==> config.mk <==
export PLATFORM = sky130hd
export DESIGN_NAME = dbb_ram
export DESIGN_NICKNAME = d
export VERILOG_FILES = /design/src/hw/rtl/dbb_ram.sv
export SDC_FILE = /design/constraint.sdc
export NUM_CORES = 1
export LEC_CHECK = 0
export ABC_CLOCK_PERIOD_IN_PS = 2300
export BUFFER_PORTS_ARGS = -buffer_cell sky130_fd_sc_hd__buf_2
export CORE_MARGIN = 8
export CORE_UTILIZATION = 50
export DETAILED_ROUTE_END_ITERATION = 6
export GPL_ROUTABILITY_DRIVEN = 0
export PLACE_DENSITY = 0.78
export RECOVER_POWER = 100
export SYNTH_ARGS = -nofsm -noshare
export SYNTH_HDL_FRONTEND = slang
export SYNTH_SLANG_ARGS = --single-unit
==> constraint.sdc <==
create_clock -name clk -period 2.3 [get_ports clk]
set_input_delay 0.345 -clock clk [delete_from_list [all_inputs] [get_ports clk]]
set_output_delay 0.345 -clock clk [all_outputs]
set_load 0.1 [all_outputs]
==> src/hw/rtl/dbb_ram.sv <==
// Generic single-write, single-read RAM with a registered read port.
// Stands alone; no package needed.
module dbb_ram #(
	parameter int WIDTH = 8,
	parameter int DEPTH = 8
) (
	input  logic                                   clk,
	input  logic                                   we,
	input  logic [(DEPTH > 1 ? $clog2(DEPTH) : 1)-1:0] waddr,
	input  logic [WIDTH-1:0]                       wdata,
	input  logic                                   re,
	input  logic [(DEPTH > 1 ? $clog2(DEPTH) : 1)-1:0] raddr,
	output logic [WIDTH-1:0]                       rdata
);
	logic [WIDTH-1:0] mem [DEPTH];

	// Write port and registered read port.
	always_ff @(posedge clk) begin
		if (we) begin
			mem[waddr] <= wdata;
		end
		if (re) begin
			rdata <= mem[raddr];
		end
	end
endmodule

==> metrics.md, run 1 <==
| Metric | Value |
|---|---|
| Number of buffers added by the clock tree synthesis step | 9 |
| Number of flip-flops and latches in the synthesized netlist | 72 |
| Wire length of the first global-routing pass | 7180 um |
| Status | finished clean |
| Final wirelength | 4700 um |
| Area occupied by registers | 2160 um2 |
| Skew final | 0.00882 ns |
| Max-Cap Viols | 0 |
| Multi-input logic area | 566 um2 |
| Pin count of the biggest net entering global routing | 17 |
| Worst Path Buf+Inv | 1 |
| Library cell with the largest summed area after synthesis | sky130_fd_sc_hd__edfxtp_1 |
| Area added between synthesis and finish | 13.3% |
| Post-synth EDFFs | 72 |
| Die boundary width | 90.5 um |
| Dominant synthesized flop cell | sky130_fd_sc_hd__edfxtp_1 |
| Total half-perimeter wirelength after legalization and detailed placement | 2970 um |
| Worst slew margin relative to its limit | 21.3% |
| Maximum number of buffers from clock root to sink | 2 |
| Fin Setup TNS | 0 ns |
| Ant. Diodes | 0 |
| Portion of the post-synthesis area used by sequential elements | 78.0% |
| Number of design rule violations left after detail routing | 0 |
| Mapped cell area | 2770 um2 |
| Slowest cell on the critical path | sky130_fd_sc_hd__clkbuf_1 |
| CP Max Fanout | 1 |
| Antenna-violating nets left | 0 |
| Sinks on Clock Net | 72 |
| Launch point of the worst hold path | wdata[4] |
| Clock latency of the later-clocked register in the worst-skew pair | 0.34 ns |
| Count of hold buffers inserted by post-cts repair | 0 |
| Boundary pin count | 25 |
| Req. time, crit path | 1.96 ns |
| Vias | 1232 |
| Fraction of synthesis flops using an asynchronous set or reset pin | 0% |
| Number of fillers in the final layout | 429 |
| Arrival time reported for the critical path endpoint | 1.54 ns |
| Distinct cells, synth | 13 |
| Hold path cells | 1 |
| Via count of the first global-routing pass | 1376 |
| LEAKAGE | 1.04 nW |
| Period minus WS final | 1.89 ns |
| Crit path from | rdata[6]$_DFFE_PP_ |
| FP Rows | 27 |
| Post-CTS sizing | 0 |
| Power after layout | 2.65 mW |
| Yosys warnings | 0 |
| Total routing resource utilization after global routing | 12.3% |
| Die Footprint | 8180 um2 |
| Slew at the pin closest to its max-slew limit | 1.19 ns |
| Final setup violation count | 0 |
| Register-to-register setup slack | 0.90 ns |
| IR Drop Worst-Case VDD | 0.000459 V |
| Detailed Routing Iterations Pass 1 | 5 |
| Initial standard-cell utilization of the core | 51.0% |
| Area contributors post-synth | sky130_fd_sc_hd__edfxtp_1, sky130_fd_sc_hd__mux4_1, sky130_fd_sc_hd__mux2_2, sky130_fd_sc_hd__mux4_2, sky130_fd_sc_hd__nor2_1 |
| Final period utilization | 82.1% |
| Area share of the leading cell type in the synthesized netlist | 78.0% |
| Min-Delay Endpoint | mem[4][4]$_DFFE_PP_ |
| End of the worst register-to-register path | rdata[2]$_DFFE_PP_ |
| Maximum operating frequency | 0.529 GHz |
| Max-slew violation total from the final report | 0 |
| Fraction of final layout cells with drive strength greater than 1 | 21.7% |
| Post-Syn Instances | 114 |
| Post-CTS setup repair buffer count | 0 |
| Routed via count divided by cell count | 5.38 |
| Antenna violations before repair | 0 |
| Cell area power density | 843 nW/um2 |
| Post-synthesis net count | 131 |
| Overall overflow remaining after global route | 0 |
| Clock tree from TritonCTS | built |
| Worst reg2reg startpoint | mem[6][2]$_DFFE_PP_ |
| Category of the worst setup path launch point | flop |
| Number of H-tree levels | 3 |
| Clock root buffer | sky130_fd_sc_hd__clkbuf_8 |
| Clock slew seen by the registers of the worst setup and hold paths | 0.08 ns |
| Crit-path max cell delay | 0.88 ns |
| Core ar. | 5440 um2 |
| Delay-heaviest family, CP | buffers and inverters |
| Count of buffers inserted at the top-level ports | 24 |
| Worst Reg-to-Reg Cells | 2 |
| List of most frequent post-synthesis cells | sky130_fd_sc_hd__edfxtp_1, sky130_fd_sc_hd__mux4_1, sky130_fd_sc_hd__mux2_2 |
| Most numerous cell in the Yosys netlist | sky130_fd_sc_hd__edfxtp_1 |
| Worst setup path class | reg2out |
| Number of nets in the layout | 170 |
| Average cell area after synthesis | 24.3 um2 |
| Ordered list of cells on the worst path | clkbuf_1 |
| Unrepaired setup endpoints after global routing | no |
| Die boundary height | 90.5 um |
| Iteration-0 DRC count of the detailed router | 48 |
| WL/cell | 20.5 um |
| Critical path endpoint category | primary output |
| Count of endpoints failing hold in the final timing report | 0 |
| Kind of path behind the tightest hold check | in2reg |
how the worst max path moves through the flow:
stage | cells past startpoint | endpoint | slack (ns)
after floorplan | 4 | rdata[1]$_DFFE_PP_ | 0.67
after global placement | 3 | rdata[4]$_DFFE_PP_ | 0.42
after detailed placement | 3 | rdata[2]$_DFFE_PP_ | 0.38
after CTS | 3 | rdata[2]$_DFFE_PP_ | 0.74
after global routing | 1 | rdata[6] | 0.37
final | 1 | rdata[6] | 0.41
routing by layer:
metal	wire length [um]	share of wire, %	vias to the layer above	track usage (%)
li1	-	-	566	-
met1	1990	42	623	13.6
met2	2390	51	33	19.8
met3	233	5.0	10	4.90
met4	93	2.0	0	7.21
met5	0	0	-	0
area by class of cell:
type | instances | area share, %
multi-input combinational | 37 | 18.0
sequential | 72 | 68.9
clock inverter | 6 | 1.95
tap | 72 | 2.87
clock buffer | 9 | 3.95
timing repair buffer | 33 | 4.34
power breakdown:
part / internal (mW) / switching, mW / leakage [nW]
Sequential: 1.50 / 0.0104 / 0.660
Clock: 0.490 / 0.435 / 0.0948
Combinational: 0.0613 / 0.151 / 0.284
Total: 2.05 / 0.597 / 1.04
worst register-to-register path: stages (launching register included):
cell	delay (ns)
sky130_fd_sc_hd__edfxtp_1	0.37
sky130_fd_sc_hd__mux4_1	0.51
sky130_fd_sc_hd__mux2_2	0.28
logic make-up after synthesis:
kind of cell	after synthesis	synth area share (%)
flops	72	78.0
simple gates	13	2.12
buf+inv	5	1.58
mux	24	18.3
stage by stage:
step                      hold WS [ns]  instances  util [%]  setup WS (ns)  instance area, um2
after detailed placement         0.616        214      55.3          0.380                3010
final                            0.353        229      57.7          0.411                3140
after global routing             0.345        229      57.7          0.373                3140
after global placement           0.599        214      55.3          0.424                3010
after floorplan                  0.444        114         -          0.672                2770
after CTS                        0.260        229      58.7          0.739                3190
placed cells by master (no fill, tap or decap):
master / n
sky130_fd_sc_hd__mux2_2: 8
sky130_fd_sc_hd__clkbuf_8: 9
sky130_fd_sc_hd__mux4_1: 15
sky130_fd_sc_hd__buf_2: 10
sky130_fd_sc_hd__clkbuf_1: 23
sky130_fd_sc_hd__nand2_1: 2
sky130_fd_sc_hd__nor2_1: 6
sky130_fd_sc_hd__nor3_1: 2
sky130_fd_sc_hd__nand2b_1: 3
sky130_fd_sc_hd__edfxtp_1: 72
sky130_fd_sc_hd__clkinvlp_4: 1
sky130_fd_sc_hd__clkinv_4: 1
sky130_fd_sc_hd__bufinv_16: 1
sky130_fd_sc_hd__mux4_2: 1
sky130_fd_sc_hd__clkinv_2: 3
registers in the layout, summed over array words and instances (netlist names):
signal	count
mem	64
rdata	8
(Power assumes the default switching activity.)
==> inputs of run 2 (changes only) <==
- ABC_CLOCK_PERIOD_IN_PS: 2300 -> 1700
- PLACE_DENSITY: 0.78 -> 0.81
- clock period: 2.3 -> 1.7 ns (I/O delays scaled with it)
==> metrics.md, run 2 (synthesis gave the netlist of run 1 again) <==
| Metric | Value |
|---|---|
| Vias | 1234 |
| Clock slew seen by the registers of the worst setup and hold paths | 0.07 ns |
| Max-slew violation total from the final report | 0 |
| Number of design rule violations left after detail routing | 0 |
| Most used cells in the layout excluding fill and tap cells | sky130_fd_sc_hd__edfxtp_1, sky130_fd_sc_hd__clkbuf_1, sky130_fd_sc_hd__mux4_1 |
| Overall overflow remaining after global route | 0 |
| Core ar. | 5440 um2 |
| Number of buffers added by the clock tree synthesis step | 9 |
| Worst setup path class | reg2reg |
| Wire length of the first global-routing pass | 7230 um |
| Ant. Diodes | 0 |
| Count of endpoints failing hold in the final timing report | 0 |
| Sinks on Clock Net | 72 |
| Final period utilization | 83.6% |
| Total routing resource utilization after global routing | 12.1% |
| Part of the power in registers | 57.2% |
| Leading registers by flop count | mem (64), rdata (8) |
| Most common cell after layout, fill and taps aside | sky130_fd_sc_hd__edfxtp_1 |
| Antenna-violating nets left | 0 |
| Final setup violation count | 0 |
| Req. time, crit path | 1.78 ns |
| Internal power of the cells | 2.78 mW |
| Die boundary height | 90.5 um |
| Period minus WS final | 1.42 ns |
| Maximum operating frequency | 0.704 GHz |
| Via count of the first global-routing pass | 1351 |
| Fraction of final layout cells with drive strength greater than 1 | 22.8% |
| Status | finished clean |
| Critical path endpoint category | flop |
| Combinational cell fraction of total power | 8.2% |
| Boundary pin count | 25 |
| Post-CTS sizing | 0 |
| Antenna violations before repair | 0 |
| Clock tree from TritonCTS | built |
| Post-layout instance count excluding filler cells | 230 |
| Register name with the most flops | mem |
| Skew final | 0.00223 ns |
| IR Drop Worst-Case VDD | 0.000770 V |
| Routed via count divided by cell count | 5.37 |
| Number of flip-flops under the largest register name | 64 |
| Fraction of power spent switching nets | 22.0% |
| Register-to-register setup slack | 0.28 ns |
| Detailed Routing Iterations Pass 1 | 4 |
| FP Rows | 27 |
| Arrival time reported for the critical path endpoint | 1.50 ns |
| Die boundary width | 90.5 um |
| Cell area power density | 1130 nW/um2 |
| Count of buffers inserted at the top-level ports | 24 |
| Maximum number of buffers from clock root to sink | 2 |
| WL/cell | 20.2 um |
| Die Footprint | 8180 um2 |
| LEAKAGE | 1.06 nW |
| Instance area after placement | 3020 um2 |
| CP Max Fanout | 1 |
| Max-Cap Viols | 0 |
| Initial standard-cell utilization of the core | 51.0% |
| Clock latency of the later-clocked register in the worst-skew pair | 0.33 ns |
| Number of H-tree levels | 3 |
| Fin Setup TNS | 0 ns |
| Count of hold buffers inserted by post-cts repair | 0 |
| Clock root buffer | sky130_fd_sc_hd__clkbuf_8 |
| Pin count of the biggest net entering global routing | 17 |
| Kind of path behind the tightest hold check | in2reg |
| Area added between synthesis and finish | 13.8% |
| Worst slew margin relative to its limit | 56.5% |
| Switching power summed over all nets | 0.787 mW |
| Number of placed cells counting well taps | 214 |
| Number of nets in the layout | 170 |
| Slew at the pin closest to its max-slew limit | 0.652 ns |
| Final wirelength | 4640 um |
| Unrepaired setup endpoints after global routing | no |
| Post-CTS setup repair buffer count | 0 |
| Category of the worst setup path launch point | flop |
| Cell area after layout | 3150 um2 |
| Clock share of power | 34.5% |
| Iteration-0 DRC count of the detailed router | 123 |
[run 2: cell count changes in the layout (fill, tap and decap cells not counted), sizes merged]
cell      previous run  this run
clkbuf              32        37
buf                 10         7
clkinvlp             1         0
[run 2: area by class of cell]
type | instances | area [um2]
timing repair buffer | 33 | 158
clock inverter | 5 | 47.5
multi-input combinational | 37 | 566
fill | 388 | 2280
clock buffer | 11 | 131
sequential | 72 | 2160
tap | 72 | 90.1
[run 2: power by group through the flow]
stage	combinational, mW	clock [mW]	sequential (mW)
global route	0.312	1.32	2.05
finish	0.294	1.23	2.04
global placement	0.293	0	2.07
floorplan	0.107	0	2.19
CTS	0.306	1.25	2.04
detailed placement	0.305	0	2.08
[run 2: metal layers]
layer / vias up / part of all wire [%] / global-route usage [%]
met5: - / 0 / 0
met4: 0 / 1.2 / 7.21
met3: 7 / 5.1 / 3.49
met2: 31 / 57 / 21.0
met1: 626 / 37 / 12.6
li1: 570 / - / -
[run 2: stage by stage]
stage,power [mW],worst slack [ns],utilization [%],hold WS (ns)
2_1_floorplan,2.30,0.162,-,0.354
3_3_place_gp,2.37,0.0901,55.5,0.504
3_5_place_dp,2.38,0.0651,55.5,0.528
4_1_cts,3.60,0.272,58.8,0.174
5_1_grt,3.67,0.254,58.0,0.275
6_report,3.57,0.279,58.0,0.268
[run 2: final timing paths]
kind | from | cells after the start | to
max | mem[0][3]$_DFFE_PP_ | 2 | rdata[3]$_DFFE_PP_
min | wdata[5] | 1 | mem[3][5]$_DFFE_PP_
max reg2reg | mem[0][3]$_DFFE_PP_ | 2 | rdata[3]$_DFFE_PP_
min reg2reg | mem[2][7]$_DFFE_PP_ | 2 | rdata[7]$_DFFE_PP_
[run 2: critical path, cell delays in order (launching register included)]
cell and delay (ns):
sky130_fd_sc_hd__edfxtp_1 0.39, sky130_fd_sc_hd__mux4_1 0.51, sky130_fd_sc_hd__mux2_2 0.28
